[src/sv/tome_pkg.sv]
// Shared types, constants and waveform function for the two-oscillator mixer.
// No dependencies; the mixer core imports this package.
package tome_pkg;

    localparam int SAMPLE_BUDGET = 16001;
    localparam int ADDR_W        = 5;

    // Register map, word index
    localparam logic [2:0] REG_PER_ONE = 3'd0;
    localparam logic [2:0] REG_PER_TWO = 3'd1;
    localparam logic [2:0] REG_MODE    = 3'd2;
    localparam logic [2:0] REG_LEVEL   = 3'd3;
    localparam logic [2:0] REG_ATTACK  = 3'd4;
    localparam logic [2:0] REG_DECAY   = 3'd5;
    localparam logic [2:0] REG_SUSTAIN = 3'd6;
    localparam logic [2:0] REG_RELEASE = 3'd7;

    // Wave codes
    localparam logic [2:0] WAVE_SQUARE  = 3'd0;
    localparam logic [2:0] WAVE_TRI     = 3'd1;
    localparam logic [2:0] WAVE_SAW     = 3'd2;
    localparam logic [2:0] WAVE_ISAW    = 3'd3;
    localparam logic [2:0] WAVE_QUARTER = 3'd4;
    localparam logic [2:0] WAVE_THREEQ  = 3'd5;
    localparam logic [2:0] WAVE_NOISE   = 3'd6;

    localparam int RST_PERIOD_ONE = 40;
    localparam int RST_REPS       = (SAMPLE_BUDGET / RST_PERIOD_ONE) / 2 * 2;
    localparam logic [13:0] RST_BLEN  = 14'((RST_PERIOD_ONE * RST_REPS) % 16384);
    localparam logic [15:0] RST_STEP1 = 16'((65536 / RST_PERIOD_ONE) % 65536);

    typedef enum logic [2:0] {
        S_IDLE, S_MUL, S_DIV, S_WB, S_PHASE, S_MIXSEL, S_ENV, S_OUT
    } t_state;

    typedef enum logic [3:0] {
        OP_REPS, OP_BLEN, OP_STEP1, OP_STEP2, OP_JS1, OP_JS2, OP_A, OP_B,
        OP_MIX, OP_E1, OP_E2, OP_E3, OP_E4
    } t_op;

    function automatic logic [15:0] mag16(input logic signed [15:0] v);
        return v[15] ? 16'(-v) : 16'(v);
    endfunction

    function automatic logic [15:0] wave_value(input logic [2:0] sel, input logic [10:0] j,
                                               input logic [10:0] t, input logic [15:0] js,
                                               input logic [15:0] noise);
        logic [12:0] t3;
        logic        half, quart, three;
        logic [15:0] w;
        t3    = {2'b0, t} + {1'b0, t, 1'b0};
        half  = j < {1'b0, t[10:1]};
        quart = j < {2'b0, t[10:2]};
        three = j < t3[12:2];
        case (sel)
            WAVE_SQUARE:  w = half ? 16'h7FFF : 16'h8001;
            WAVE_TRI:     w = half ? js - 16'd32767 : 16'd32767 - js;
            WAVE_SAW:     w = js;
            WAVE_ISAW:    w = 16'd32767 - js;
            WAVE_QUARTER: w = quart ? 16'h7FFF : 16'h8001;
            WAVE_THREEQ:  w = three ? 16'h7FFF : 16'h8001;
            WAVE_NOISE:   w = half ? noise : 16'h0000 - noise;
            default:      w = 16'h0000;
        endcase
        return w;
    endfunction

endpackage

[src/sv/tome_if.sv]
// Handshake interfaces for the mixer's input and output words.
// No dependencies.
interface tome_in_if;
    logic        valid;
    logic        ready;
    logic        restart;
    logic [15:0] random_one;
    logic [15:0] random_two;
    modport source (output valid, restart, random_one, random_two, input ready);
    modport sink   (input valid, restart, random_one, random_two, output ready);
endinterface

interface tome_out_if;
    logic               valid;
    logic               ready;
    logic signed [15:0] sample_out;
    logic               last;
    modport source (output valid, sample_out, last, input ready);
    modport sink   (input valid, sample_out, last, output ready);
endinterface

[src/sv/two_oscillator_mixer_envelope_core.sv]
// Two-oscillator soft mixer with ADSR envelope, one sample per input word.
// Depends on tome_pkg and the interfaces in tome_if.sv.
//
//   port    dir  handshake       payload
//   i_in    in   valid/ready     restart, random_one, random_two
//   o_out   out  valid/ready     sample_out, last
//   apb     in   psel/penable    paddr[4:2] register, pwdata
//
// Every scaling, mix and envelope division runs through one shared 16x16
// multiplier and a 32-step restoring divider; a buffer start adds a multiply
// and two divides, or three when the second period is nonzero. A finished
// word waits while the output register is still full.
// Reset is synchronous, active low. A new input word is taken while a result
// waits in the output register; the next result waits for that slot.
module two_oscillator_mixer_envelope_core (
    input  logic                          i_clk,
    input  logic                          i_rst_n,
    tome_in_if.sink                       i_in,
    tome_out_if.source                    o_out,
    input  logic                          psel,
    input  logic                          penable,
    input  logic                          pwrite,
    input  logic [tome_pkg::ADDR_W-1:0]   paddr,
    input  logic [31:0]                   pwdata,
    output logic [31:0]                   prdata,
    output logic                          pready
);
    import tome_pkg::*;

    // configuration
    logic [9:0]  r_per1;
    logic [10:0] r_per2;
    logic [6:0]  r_mode;
    logic [15:0] r_level;
    logic [11:0] r_att, r_dec, r_sus, r_rel;

    // oscillator and buffer state
    logic [13:0] r_idx, n_idx, r_blen, n_blen;
    logic [9:0]  r_ph1, n_ph1;
    logic [10:0] r_ph2, n_ph2;
    logic [15:0] r_step1, n_step1, r_step2, n_step2;
    logic [15:0] r_nz1, n_nz1, r_nz2, n_nz2;

    // sequencer and shared unit
    t_state             r_state, n_state;
    t_op                r_op, n_op;
    logic [15:0]        r_rnd1, n_rnd1, r_rnd2, n_rnd2;
    logic [31:0]        r_num, n_num;
    logic [15:0]        r_rem, n_rem, r_den, n_den;
    logic [4:0]         r_cnt, n_cnt;
    logic               r_neg, n_neg;
    logic               r_decay, n_decay;
    logic [15:0]        r_js1, n_js1, r_js2, n_js2;
    logic signed [15:0] r_a, n_a, r_b, n_b, r_d, n_d;
    logic signed [31:0] r_acc, n_acc;
    logic               r_ovalid, n_ovalid;
    logic signed [15:0] r_osample, n_osample;
    logic               r_olast, n_olast;

    // operand selection
    logic [15:0]        op_x, op_y, op_z;
    logic               op_neg, op_mul_only;

    logic [9:0]         t1e;
    logic [15:0]        w1, w2, rnd1_adj, rnd2_adj;
    logic [7:0]         vol, lvl2;
    logic signed [31:0] res, sum_ab;
    logic [16:0]        div_sh;
    logic               div_ge;
    logic [10:0]        p1;
    logic [11:0]        p2;
    logic [14:0]        idx15, s_ad, s_ads, s_adsr;
    logic [15:0]        i_minus_at, i_minus_ads;
    logic               cfg_wr;

    assign pready = 1'b1;
    assign cfg_wr = psel & penable & pwrite;

    always_comb begin
        case (paddr[4:2])
            REG_PER_ONE: prdata = {22'b0, r_per1};
            REG_PER_TWO: prdata = {21'b0, r_per2};
            REG_MODE:    prdata = {25'b0, r_mode};
            REG_LEVEL:   prdata = {16'b0, r_level};
            REG_ATTACK:  prdata = {20'b0, r_att};
            REG_DECAY:   prdata = {20'b0, r_dec};
            REG_SUSTAIN: prdata = {20'b0, r_sus};
            REG_RELEASE: prdata = {20'b0, r_rel};
            default:     prdata = 32'b0;
        endcase
    end

    assign t1e      = (r_per1 == 10'd0) ? 10'd1 : r_per1;
    assign vol      = r_level[7:0];
    assign lvl2     = r_level[15:8];
    assign w1       = wave_value(r_mode[2:0], {1'b0, r_ph1}, {1'b0, t1e}, r_js1, r_nz1);
    assign w2       = wave_value(r_mode[5:3], r_ph2, r_per2, r_js2, r_nz2);
    assign rnd1_adj = r_rnd1 - 16'd32767;
    assign rnd2_adj = r_rnd2 - 16'd32767;
    assign res      = r_neg ? -$signed(r_num) : $signed(r_num);
    assign sum_ab   = 32'(r_a) + 32'(r_b);
    assign div_sh   = {r_rem, r_num[31]};
    assign div_ge   = div_sh >= {1'b0, r_den};
    assign p1       = {1'b0, r_ph1} + 11'd1;
    assign p2       = {1'b0, r_ph2} + 12'd1;
    assign idx15    = {1'b0, r_idx};
    assign s_ad     = {3'b0, r_att} + {3'b0, r_dec};
    assign s_ads    = s_ad + {3'b0, r_sus};
    assign s_adsr   = s_ads + {3'b0, r_rel};
    assign i_minus_at  = {2'b0, r_idx} - {4'b0, r_att};
    assign i_minus_ads = {2'b0, r_idx} - {1'b0, s_ads};

    assign i_in.ready       = (r_state == S_IDLE);
    assign o_out.valid      = r_ovalid;
    assign o_out.sample_out = r_osample;
    assign o_out.last       = r_olast;

    // operands of the shared multiply/divide for the current op
    always_comb begin
        op_x        = mag16(r_d);
        op_y        = 16'd255;
        op_z        = {8'b0, vol};
        op_neg      = r_d[15];
        op_mul_only = 1'b0;
        case (r_op)
            OP_REPS: begin
                op_x   = 16'(SAMPLE_BUDGET);
                op_y   = 16'd1;
                op_z   = {6'b0, t1e};
                op_neg = 1'b0;
            end
            OP_BLEN: begin
                op_x        = {6'b0, t1e};
                op_y        = r_acc[15:0];
                op_neg      = 1'b0;
                op_mul_only = 1'b1;
            end
            OP_STEP1: begin
                // 2^16 as 256 * 256
                op_x   = 16'd256;
                op_y   = 16'd256;
                op_z   = {6'b0, t1e};
                op_neg = 1'b0;
            end
            OP_STEP2: begin
                op_x   = 16'd256;
                op_y   = 16'd256;
                op_z   = {5'b0, r_per2};
                op_neg = 1'b0;
            end
            OP_JS1: begin
                op_x        = {6'b0, r_ph1};
                op_y        = r_step1;
                op_neg      = 1'b0;
                op_mul_only = 1'b1;
            end
            OP_JS2: begin
                op_x        = {5'b0, r_ph2};
                op_y        = r_step2;
                op_neg      = 1'b0;
                op_mul_only = 1'b1;
            end
            OP_A: begin
                op_x   = mag16(w1);
                op_y   = {8'b0, vol};
                op_z   = 16'd255;
                op_neg = w1[15];
            end
            OP_B: begin
                op_x   = mag16(w2);
                op_y   = {8'b0, lvl2};
                op_z   = 16'd255;
                op_neg = w2[15];
            end
            OP_MIX: begin
                // both negative: add ab/32768, both positive: subtract ab/32767
                op_x   = mag16(r_a);
                op_y   = mag16(r_b);
                op_z   = r_a[15] ? 16'd32768 : 16'd32767;
                op_neg = ~r_a[15];
            end
            OP_E1: begin
                op_y = {2'b0, r_idx};
                op_z = {4'b0, r_att};
            end
            OP_E2: begin
                op_y = 16'd255;
                op_z = {8'b0, vol};
            end
            OP_E3: begin
                op_y = i_minus_at;
                op_z = {4'b0, r_dec};
            end
            OP_E4: begin
                op_y = i_minus_ads;
                op_z = {4'b0, r_rel};
            end
            default: begin
                op_x = mag16(r_d);
            end
        endcase
    end

    always_comb begin
        n_state   = r_state;
        n_op      = r_op;
        n_idx     = r_idx;
        n_blen    = r_blen;
        n_ph1     = r_ph1;
        n_ph2     = r_ph2;
        n_step1   = r_step1;
        n_step2   = r_step2;
        n_nz1     = r_nz1;
        n_nz2     = r_nz2;
        n_rnd1    = r_rnd1;
        n_rnd2    = r_rnd2;
        n_num     = r_num;
        n_rem     = r_rem;
        n_den     = r_den;
        n_cnt     = r_cnt;
        n_neg     = r_neg;
        n_decay   = r_decay;
        n_js1     = r_js1;
        n_js2     = r_js2;
        n_a       = r_a;
        n_b       = r_b;
        n_d       = r_d;
        n_acc     = r_acc;
        n_ovalid  = r_ovalid;
        n_osample = r_osample;
        n_olast   = r_olast;

        if (o_out.ready) begin
            n_ovalid = 1'b0;
        end

        case (r_state)
            S_IDLE: begin
                if (i_in.valid) begin
                    n_rnd1 = i_in.random_one;
                    n_rnd2 = i_in.random_two;
                    if (i_in.restart || r_idx >= r_blen) begin
                        n_op    = OP_REPS;
                        n_state = S_MUL;
                    end else begin
                        n_state = S_PHASE;
                    end
                end
            end
            S_MUL: begin
                n_num   = 32'(op_x) * 32'(op_y);
                n_den   = op_z;
                n_neg   = op_neg;
                n_rem   = 16'd0;
                n_cnt   = 5'd0;
                n_state = op_mul_only ? S_WB : S_DIV;
            end
            S_DIV: begin
                n_rem = div_ge ? 16'(div_sh - {1'b0, r_den}) : div_sh[15:0];
                n_num = {r_num[30:0], div_ge};
                n_cnt = r_cnt + 5'd1;
                if (r_cnt == 5'd31) begin
                    n_state = S_WB;
                end
            end
            S_WB: begin
                n_state = S_MUL;
                case (r_op)
                    OP_REPS: begin
                        n_acc = {res[31:1], 1'b0};
                        n_op  = OP_BLEN;
                    end
                    OP_BLEN: begin
                        n_blen = r_num[13:0];
                        n_op   = OP_STEP1;
                    end
                    OP_STEP1, OP_STEP2: begin
                        if (r_op == OP_STEP1) begin
                            n_step1 = r_num[15:0];
                            n_step2 = 16'd0;
                        end else begin
                            n_step2 = r_num[15:0];
                        end
                        if (r_op == OP_STEP1 && r_per2 != 11'd0) begin
                            n_op = OP_STEP2;
                        end else begin
                            // start the buffer
                            n_idx   = 14'd1;
                            n_ph1   = 10'd0;
                            n_ph2   = 11'd0;
                            n_nz1   = rnd1_adj;
                            n_nz2   = rnd2_adj;
                            n_state = S_PHASE;
                        end
                    end
                    OP_JS1: begin
                        n_js1 = r_num[15:0];
                        n_op  = OP_JS2;
                    end
                    OP_JS2: begin
                        n_js2 = r_num[15:0];
                        n_op  = OP_A;
                    end
                    OP_A: begin
                        n_a = res[15:0];
                        if (r_per2 != 11'd0) begin
                            n_op = OP_B;
                        end else begin
                            n_b     = 16'sd0;
                            n_state = S_MIXSEL;
                        end
                    end
                    OP_B: begin
                        n_b     = res[15:0];
                        n_state = S_MIXSEL;
                    end
                    OP_MIX: begin
                        n_d     = 16'(sum_ab + res);
                        n_state = S_ENV;
                    end
                    OP_E1: begin
                        n_d     = res[15:0];
                        n_decay = 1'b0;
                        n_op    = OP_E2;
                    end
                    OP_E2: begin
                        if (r_decay) begin
                            n_acc = res;
                            n_op  = OP_E3;
                        end else begin
                            n_d     = res[15:0];
                            n_state = S_OUT;
                        end
                    end
                    OP_E3: begin
                        n_d     = 16'(r_acc - res);
                        n_state = S_OUT;
                    end
                    OP_E4: begin
                        n_d     = 16'(32'(r_d) - res);
                        n_state = S_OUT;
                    end
                    default: begin
                        n_state = S_OUT;
                    end
                endcase
            end
            S_PHASE: begin
                if (p1 >= {1'b0, t1e}) begin
                    n_ph1 = 10'd0;
                    n_nz1 = rnd1_adj;
                end else begin
                    n_ph1 = p1[9:0];
                end
                if (r_per2 == 11'd0) begin
                    n_ph2 = 11'd0;
                end else if (p2 >= {1'b0, r_per2}) begin
                    n_ph2 = 11'd0;
                    n_nz2 = rnd2_adj;
                end else begin
                    n_ph2 = p2[10:0];
                end
                n_op    = OP_JS1;
                n_state = S_MUL;
            end
            S_MIXSEL: begin
                if ((r_a[15] && r_b[15]) ||
                    (!r_a[15] && r_a != 16'sd0 && !r_b[15] && r_b != 16'sd0)) begin
                    n_op    = OP_MIX;
                    n_state = S_MUL;
                end else begin
                    n_d     = sum_ab[15:0];
                    n_state = S_ENV;
                end
            end
            S_ENV: begin
                n_state = S_OUT;
                if (r_mode[6]) begin
                    if (r_idx <= {2'b0, r_att}) begin
                        if (vol == 8'd0) begin
                            n_d = 16'sd0;
                        end else begin
                            n_op    = OP_E1;
                            n_state = S_MUL;
                        end
                    end else if (idx15 < s_ad) begin
                        if (vol == 8'd0) begin
                            n_d = 16'sd0;
                        end else begin
                            n_decay = 1'b1;
                            n_op    = OP_E2;
                            n_state = S_MUL;
                        end
                    end else if (idx15 > s_ads) begin
                        if (idx15 > s_adsr) begin
                            n_d = 16'sd0;
                        end else begin
                            n_op    = OP_E4;
                            n_state = S_MUL;
                        end
                    end
                end
            end
            S_OUT: begin
                // hold until the output slot frees up
                if (!r_ovalid || o_out.ready) begin
                    n_ovalid  = 1'b1;
                    n_osample = r_d;
                    n_olast   = (idx15 + 15'd1) >= {1'b0, r_blen};
                    n_idx     = r_idx + 14'd1;
                    n_state   = S_IDLE;
                end
            end
            default: begin
                n_state = S_IDLE;
            end
        endcase
    end

    always_ff @(posedge i_clk) begin
        if (!i_rst_n) begin
            r_state  <= S_IDLE;
            r_op     <= OP_REPS;
            r_ovalid <= 1'b0;
            r_per1   <= 10'(RST_PERIOD_ONE);
            r_per2   <= 11'd0;
            r_mode   <= 7'd56;
            r_level  <= 16'd128;
            r_att    <= 12'd1000;
            r_dec    <= 12'd1000;
            r_sus    <= 12'd4000;
            r_rel    <= 12'd1000;
            r_idx    <= 14'd1;
            r_blen   <= RST_BLEN;
            r_ph1    <= 10'd0;
            r_ph2    <= 11'd0;
            r_step1  <= RST_STEP1;
            r_step2  <= 16'd0;
            r_nz1    <= 16'd0;
            r_nz2    <= 16'd0;
            r_decay  <= 1'b0;
        end else begin
            r_state  <= n_state;
            r_op     <= n_op;
            r_ovalid <= n_ovalid;
            r_idx    <= n_idx;
            r_blen   <= n_blen;
            r_ph1    <= n_ph1;
            r_ph2    <= n_ph2;
            r_step1  <= n_step1;
            r_step2  <= n_step2;
            r_nz1    <= n_nz1;
            r_nz2    <= n_nz2;
            r_decay  <= n_decay;
            if (cfg_wr) begin
                case (paddr[4:2])
                    REG_PER_ONE: r_per1  <= pwdata[9:0];
                    REG_PER_TWO: r_per2  <= pwdata[10:0];
                    REG_MODE:    r_mode  <= pwdata[6:0];
                    REG_LEVEL:   r_level <= pwdata[15:0];
                    REG_ATTACK:  r_att   <= pwdata[11:0];
                    REG_DECAY:   r_dec   <= pwdata[11:0];
                    REG_SUSTAIN: r_sus   <= pwdata[11:0];
                    REG_RELEASE: r_rel   <= pwdata[11:0];
                    default:     r_rel   <= r_rel;
                endcase
            end
        end
    end

    // payload registers
    always_ff @(posedge i_clk) begin
        r_rnd1    <= n_rnd1;
        r_rnd2    <= n_rnd2;
        r_num     <= n_num;
        r_rem     <= n_rem;
        r_den     <= n_den;
        r_cnt     <= n_cnt;
        r_neg     <= n_neg;
        r_js1     <= n_js1;
        r_js2     <= n_js2;
        r_a       <= n_a;
        r_b       <= n_b;
        r_d       <= n_d;
        r_acc     <= n_acc;
        r_osample <= n_osample;
        r_olast   <= n_olast;
    end

endmodule
[src/flat_wrapper.sv]
// flat-port wrapper written by rule: the top's interface ports become plain ports
module two_oscillator_mixer_envelope_core_flat import tome_pkg::*;
  (i_clk, i_rst_n, psel, penable, pwrite, paddr, pwdata, prdata, pready, i_in_valid, i_in_restart, i_in_random_one, i_in_random_two, i_in_ready, o_out_valid, o_out_sample_out, o_out_last, o_out_ready);
  tome_in_if i_in_i ();
  tome_out_if o_out_i ();
  input  logic i_clk;
  input  logic i_rst_n;
  input  logic psel;
  input  logic penable;
  input  logic pwrite;
  input  logic [tome_pkg::ADDR_W-1:0] paddr;
  input  logic [31:0] pwdata;
  output logic [31:0] prdata;
  output logic pready;
  input wire logic [$bits(i_in_i.valid)-1:0] i_in_valid;
  input wire logic [$bits(i_in_i.restart)-1:0] i_in_restart;
  input wire logic [$bits(i_in_i.random_one)-1:0] i_in_random_one;
  input wire logic [$bits(i_in_i.random_two)-1:0] i_in_random_two;
  output wire logic [$bits(i_in_i.ready)-1:0] i_in_ready;
  output wire logic [$bits(o_out_i.valid)-1:0] o_out_valid;
  output wire logic [$bits(o_out_i.sample_out)-1:0] o_out_sample_out;
  output wire logic [$bits(o_out_i.last)-1:0] o_out_last;
  input wire logic [$bits(o_out_i.ready)-1:0] o_out_ready;
  assign i_in_i.valid = i_in_valid;
  assign i_in_i.restart = i_in_restart;
  assign i_in_i.random_one = i_in_random_one;
  assign i_in_i.random_two = i_in_random_two;
  assign i_in_ready = i_in_i.ready;
  assign o_out_valid = o_out_i.valid;
  assign o_out_sample_out = o_out_i.sample_out;
  assign o_out_last = o_out_i.last;
  assign o_out_i.ready = o_out_ready;
  two_oscillator_mixer_envelope_core u_core (.i_clk(i_clk), .i_rst_n(i_rst_n), .i_in(i_in_i), .o_out(o_out_i), .psel(psel), .penable(penable), .pwrite(pwrite), .paddr(paddr), .pwdata(pwdata), .prdata(prdata), .pready(pready));
endmodule
[config.mk]
export PLATFORM = sky130hd
export DESIGN_NAME = two_oscillator_mixer_envelope_core_flat
export DESIGN_NICKNAME = d
export VERILOG_FILES = /design/src/sv/tome_pkg.sv /design/src/sv/tome_if.sv /design/src/sv/two_oscillator_mixer_envelope_core.sv /design/src/flat_wrapper.sv
export SDC_FILE = /design/constraint.sdc
export NUM_CORES = 2
export LEC_CHECK = 0
export BUFFER_PORTS_ARGS = -buffer_cell sky130_fd_sc_hd__buf_4
export CORE_MARGIN = 2
export CORE_UTILIZATION = 45
export CTS_CLUSTER_DIAMETER = 40
export CTS_CLUSTER_SIZE = 20
export DETAILED_ROUTE_END_ITERATION = 6
export GPL_TIMING_DRIVEN = 0
export PLACE_DENSITY = 0.63
export SYNTH_ARGS = -nofsm -noshare
export SYNTH_HDL_FRONTEND = slang
export SYNTH_SLANG_ARGS = --single-unit
export TNS_END_PERCENT = 20
[constraint.sdc]
create_clock -name i_clk -period 23.9 [get_ports i_clk]
set_input_delay 1.195 -clock i_clk [delete_from_list [all_inputs] [get_ports i_clk]]
set_output_delay 1.195 -clock i_clk [all_outputs]
set_load 0.01 [all_outputs]
# Yosys cells after proc, flatten, opt, wreduce, memory -nomap -nowiden
# Index checks and enable logic that the tools add are counted.
dict set report word_totals {
  in_bits 77
  register_bits 429
  out_inout_bits 52
}
dict set report op_classes {
  multipliers 1
  bitwise 3
  n_eq_ne 68
  reduce_logical 62
  mux 108
  addsub 31
  magnitude_cmp 15
}
# op count
set ops {}
lappend ops {{$mux 16} 36}
lappend ops {{$pmux 16 s7} 3}
lappend ops {{$pmux 32 s8} 1}
lappend ops {{$pmux 16 s11} 1}
lappend ops {{$pmux 16 s2} 5}
lappend ops {{$pmux 16 s8} 1}
lappend ops {{$neg 16->16} 6}
lappend ops {{$pmux 16 s5} 1}
lappend ops {{$pmux 32 s2} 1}
lappend ops {{$sub 16x15->16 const B} 4}
lappend ops {{$mux 4} 13}
lappend ops {{$pmux 16 s3} 1}
lappend ops {{$sub 16x16->16} 3}
lappend ops {{$mux 11} 4}
lappend ops {{$eq 3x3->1 const B} 14}
lappend ops {{$mux 14} 3}
lappend ops {{$mux 3} 14}
lappend ops {{$mux 10} 4}
lappend ops {{$add 16x16->16} 2}
lappend ops {{$mul 16x16->32} 1}
lappend ops {{$pmux 4 s8} 1}
lappend ops {{$reduce_bool 16->1} 2}
lappend ops {{$sub 1x16->16 const A} 2}
lappend ops {{$sub 15x16->16 const A} 2}
lappend ops {{other kinds (75)} 163}

# Logic depth before layout (Yosys ltp)
dict set report depth {
  ltp_word 11
  mapped_depth 56
  mapped_depth_nobuf 55
}

# Worst setup path after synthesis
# No wires, ideal clock.
dict set report synth_timing {
  path_kind {register to register}
  startpoint {register u_core.r_per1[9]}
  endpoint {register u_core.r_num[24] (data pin)}
  t_arrival_ps 10989
  path_buffers 1
  period_less_slack_ps 11256
  setup_slack_ps 12644
  stages_incl_launch_ff 52
  cell_sequence {dfxtp_1 > inv_1 > ha_1 > nand4_1 > or3_1 > nand2_1 > inv_1 > ha_1 > a31o_2 > a21oi_1 > o21ai_0 > a21oi_1 > o21bai_1 > a21oi_1 > o21bai_1 > a21oi_1 > xnor2_1 > ha_1 > (+16 left out) > fa_1 > fa_1 > fa_1 > inv_1 > fa_1 > inv_1 > fa_1 > inv_1 > ha_1 > a211o_1 > a21oi_1 > o31ai_1 > a211oi_1 > nor3_1 > or2_2 > a221oi_1 > xnor2_1 > o21ai_0}
}
dict set report synth_between {
  elab_chain_len 11
  elab_cells_between_ends 17
  classes_between {2 x add/sub; 1 x mul; 3 x order compare; 10 x mux; 1 x reduce/logical}
}
# item line
set synth_lines {}
lappend synth_lines {{from (decl)} two_oscillator_mixer_envelope_core.sv:31} ;# logic [9:0] r_per1;
lappend synth_lines {{from (signal assigned)} two_oscillator_mixer_envelope_core.sv:425} ;# r_per1 <= 10'(RST_PERIOD_ONE);
lappend synth_lines {{from (signal assigned)} two_oscillator_mixer_envelope_core.sv:457} ;# REG_PER_ONE: r_per1 <= pwdata[9:0];
lappend synth_lines {{$logic_not 10->1} two_oscillator_mixer_envelope_core.sv:93} ;# assign t1e = (r_per1 == 10'd0) ? 10'd1 : r_per1;
lappend synth_lines {{$mux 10 (*)} two_oscillator_mixer_envelope_core.sv:93}
lappend synth_lines {{$add 10x11->12} tome_pkg.sv:51} ;# t3 = {2'b0, t} + {1'b0, t, 1'b0};
lappend synth_lines {{$lt 10x11->1} tome_pkg.sv:54} ;# three = j < t3[12:2];
lappend synth_lines {{$mux 16} tome_pkg.sv:61} ;# WAVE_THREEQ: w = three ? 16'h7FFF : 16'h8001;
lappend synth_lines {{$pmux 16 s7} tome_pkg.sv:55} ;# case (sel)
lappend synth_lines {{$neg 16->16} tome_pkg.sv:42} ;# return v[15] ? 16'(-v) : 16'(v);
lappend synth_lines {{$mux 16} tome_pkg.sv:42}
lappend synth_lines {{$pmux 16 s8 (*)} two_oscillator_mixer_envelope_core.sv:125} ;# case (r_op)
lappend synth_lines {{$mul 16x16->32 (*)} two_oscillator_mixer_envelope_core.sv:251} ;# n_num = 32'(op_x) * 32'(op_y);
lappend synth_lines {{$pmux 32 s2 (*)} two_oscillator_mixer_envelope_core.sv:237} ;# case (r_state)
lappend synth_lines {{named net u_core.n_num[24]} two_oscillator_mixer_envelope_core.sv:48} ;# logic [31:0] r_num, n_num;
lappend synth_lines {{to (signal assigned)} two_oscillator_mixer_envelope_core.sv:475} ;# r_num <= n_num;
lappend synth_lines {{to (decl)} two_oscillator_mixer_envelope_core.sv:48}
# Mark *: on every way through the listed nets, which the timed path passes. The rest lies on a longest branch.
# A chain may end at the register's enable or synchronous reset.

# Final worst setup path
dict set report layout_timing {
  startpoint {register u_core.r_per1[9]}
  endpoint {register u_core.r_num[31] (data pin)}
}
# Same word-level chain as after synthesis.

==> run_results.csv <==
group,metric,value,unit
synthesis,ys_seq_elements,427,
critical_path,worstPathRequired,24230,ps
place,gp_congestion,1.02,
detailed_routing,vias,39000,
detailed_routing,drt_wl_total,161,mm
timing,slew_headroom,0.0188,%
clock_tree,cts_setup_buffers,0,
synthesis,synth.distinct_cells,108,
synthesis,synth.avg_cell_area,8.55,um^2
synthesis,synthCells,4903,
clock_tree,clkSlewWorstSetupHoldPaths,50,ps
detailed_routing,ant_nets,0,
global_routing,overflow,0,
detailed_routing,drt_first_pass_iters,7,
place,place_area,44500,um^2
cells_and_area,finalNetCount,5791,
synthesis,synth_top_family_by_area,"adder cells",
cells_and_area,seq_area,10700,um^2
clock_tree,post_cts_resized,0,
clock_tree,hold_buffers,0,
die,num_io_pins,129,
clock_tree,insertion_delay,660,ps
critical_path,crit_arrival,15210,ps
synthesis,synth-edff-count,213,
critical_path,worstPathMaxFanout,10,
die,fp.coreArea,91900,um^2
timing,rsz0062_at_grt,"false",
timing,fin_crit_sh,62.2,%
cells_and_area,multi_input_area,28800,um^2
synthesis,synthesis.area,41900,um^2
clock_tree,clock_sinks,427,
global_routing,grtUsageTotal,33.5,%
global_routing,grt_pass1_wl,240,mm
synthesis,yosysTopAreaCell,"edfxtp_1",
place,dp_hpwl,126,mm
timing,worst_pin_slew,1480,ps
synthesis,yosysTopAreaCellShare,15.3,%
power,p_leak,0.0206,uW
clock_tree,htree_levels,3,
synthesis,synth_warnings,0,
timing,skew,35.4,ps
global_routing,grt_max_degree,33,
clock_tree,cts-root-buf,"clkbuf_16",
critical_path,cp_common_cell,"a21oi_1",
critical_path,start_kind,"flop",
critical_path,max_stage_delay,810,ps
detailed_routing,drt-initial-drc-count,4083,
synthesis,synth_simple_gate_area_share,18.8,%
worst_hold_path,hold_class,"reg2reg",
critical_path,path_class,"reg2reg",
timing,clock.fmax,67.2,MHz
synthesis,synth_mux_area_share,1.63,%
cells_and_area,syn_to_final_growth,13.3,%
cells_and_area,layout-drive-gt1-share,7.32,%
clock_tree,cts_buffers,85,
place,portBuffers,85,
timing,finalSetupViolations,0,
timing,final-hold-violation-count,0,
timing,tns,0,ps
status,status,"complete, but fails checks",
global_routing,grt_pass1_vias,37400,
critical_path,crit_path_end_kind,"flop",
timing,slew_viol_final,0,
cells_and_area,fin_area,47500,um^2
synthesis,synth-adder-area-share,21.7,%
timing,fin_crit,14880,ps
synthesis,synthArstFlopShare,0,%
clock_tree,cts_tree,"yes",
flow_run,cap_violations,1,
cells_and_area,nFillCells,8852,
die,die_w,309,um
clock_tree,cts_buffer_depth,3,
worst_hold_path,hold_depth,2,
synthesis,synthXorXnorAreaFrac,6.63,%
detailed_routing,viasPerCell,6.08,
global_routing,grt_antenna_before_repair,4,
synthesis,ys_seq_area_share,25.5,%
die,rows,111,
detailed_routing,drc,2,
status,violations,"DRC, capacitance limit",
die,start_util,45.6,%
synthesis,synth-compound-area-share,19.4,%
power,power.density,142,nW/um^2
power,ir_worst_vdd,173,uV
synthesis,synth_area_leaders,"edfxtp_1 15%, ha_1 12%, dfxtp_1 10%",
critical_path,cp_slowest_cell,"a21oi_1",
detailed_routing,wl_per_cell,25.0,um
die,dieArea,95600,um^2
critical_path,rr_worst_depth,52,
synthesis,ys.flop_type,"dfxtp_1",
die,fp.dieH,309,um
[path summary, 6_finish.rpt]
kind	endpoint	startpoint	slack, ps
worst max-delay path	u_core.r_num[31]	u_core.r_per1[9]	9020
worst min-delay path	u_core.r_blen[6]	u_core.r_blen[6]	460
worst max register to register	u_core.r_num[31]	u_core.r_per1[9]	9020
worst min register to register	u_core.r_blen[6]	u_core.r_blen[6]	460
[cells in the final DEF (no fill, tap or decap), types with 18 or more instances in the layout]
cell	netlist	layout
xor2_1	136	136
o211a_1	37	37
nand4_1	38	38
clkbuf_16	0	87
o21a_1	41	41
nor3_1	64	59
a221oi_1	32	29
inv_1	424	424
or2_2	21	21
buf_4	25	115
fa_1	205	205
and2_1	46	45
a31oi_1	34	34
or4_1	19	19
clkbuf_1	175	183
a22o_1	28	28
nor4_1	19	19
a22oi_1	56	56
o2111ai_1	19	19
and3_1	69	69
nor2b_1	105	105
a21oi_1	254	254
a21o_1	66	66
edfxtp_1	213	213
nand2_1	596	596
xnor2_1	181	181
nand2b_1	82	82
o21ai_0	188	183
o22ai_1	31	31
o211ai_1	49	49
ha_1	400	400
nor2_1	348	346
a211oi_1	28	27
a21boi_0	89	89
dfxtp_1	214	214
nand3_1	175	175
o31ai_1	37	37
mux2i_1	48	48
o21bai_1	31	31
or3_1	18	18
[flip-flops by register name, indices dropped and copies added, names as in the netlist, 14 cells and up]
signal and cells:
u_core.r_rem 16, u_core.r_rnd1 16, u_core.r_step1 16, u_core.r_rnd2 16
u_core.r_den 14, u_core.r_b 16, u_core.r_nz1 16, u_core.r_js2 16
u_core.r_level 16, u_core.r_d 16, u_core.r_blen 14, u_core.r_a 16
u_core.r_nz2 16, u_core.r_num 32, u_core.r_step2 16, u_core.r_idx 14
u_core.o_out.sample_out 16, u_core.r_js1 16, u_core.r_acc 16
[stage by stage]
step	hold WS (ps)	utilization, %	total power (uW)	std cells	setup slack [ps]
floorplan	424	-	4050	4918	12640
global placement	450	48.0	5310	6246	9530
detailed placement	457	48.3	5370	6265	9390
CTS	463	51.6	6680	6421	9310
global route	485	51.6	7260	6421	8460
finish	463	51.6	6750	6424	9020
[cells by family after synthesis]
| family | count (synthesis) |
|---|---|
| xor+xnor | 317 |
| other cells | 2 |
| flops | 427 |
| buf+inv | 664 |
| mux | 62 |
| compound gates | 1175 |
| fa+ha+maj | 605 |
| simple gates | 1651 |
[cells in the mapped netlist, drive strengths merged, types with 66 or more instances]
cell type / n
o21ai: 199
xnor2: 181
ha: 400
nor2b: 105
edfxtp: 213
a21boi: 89
xor2: 136
a21o: 66
inv: 425
a21oi: 254
dfxtp: 214
fa: 205
nand2b: 82
nand3: 175
nor3: 67
nand2: 596
nor2: 350
and3: 69
clkbuf: 176
[report_power, final]
part	switching (uW)	internal [uW]	total [uW]	leakage, uW
clock network	435	818	1250	0.00145
registers	159	1040	1200	0.00374
logic	2730	1570	4300	0.0154
[final cells by class]
| type | count | area share, % |
|---|---|---|
| Inverter | 431 | 3.41 |
| Sequential cell | 427 | 22.5 |
| Clock buffer | 101 | 4.82 |
| Tap cell | 1243 | 3.28 |
| Buffer | 233 | 2.12 |
| Multi-Input combinational cell | 3827 | 60.6 |
| Clock inverter | 55 | 1.48 |
| Antenna cell | 3 | 0.0158 |
| Timing Repair Buffer | 104 | 1.78 |
[critical path: cells and delay by family, from the launching register on]
family	cells	cell delay (ps)
AOI/OAI and AO/OA	28	7200
xor gates and xnor gates	3	590
adders and majority gates	10	4340
buffers and inverters	6	850
DFF	1	400
and+or+nand+nor	5	1160
[routing by layer]
layer,vias to the layer above,wire [um],global-route usage (%)
li1,17700,-,-
met1,18900,67700,45.9
met2,2042,67600,49.6
met3,385,18000,9.41
met4,2,7390,13.6
met5,-,14,0
Power figures use the tool's default switching activity.
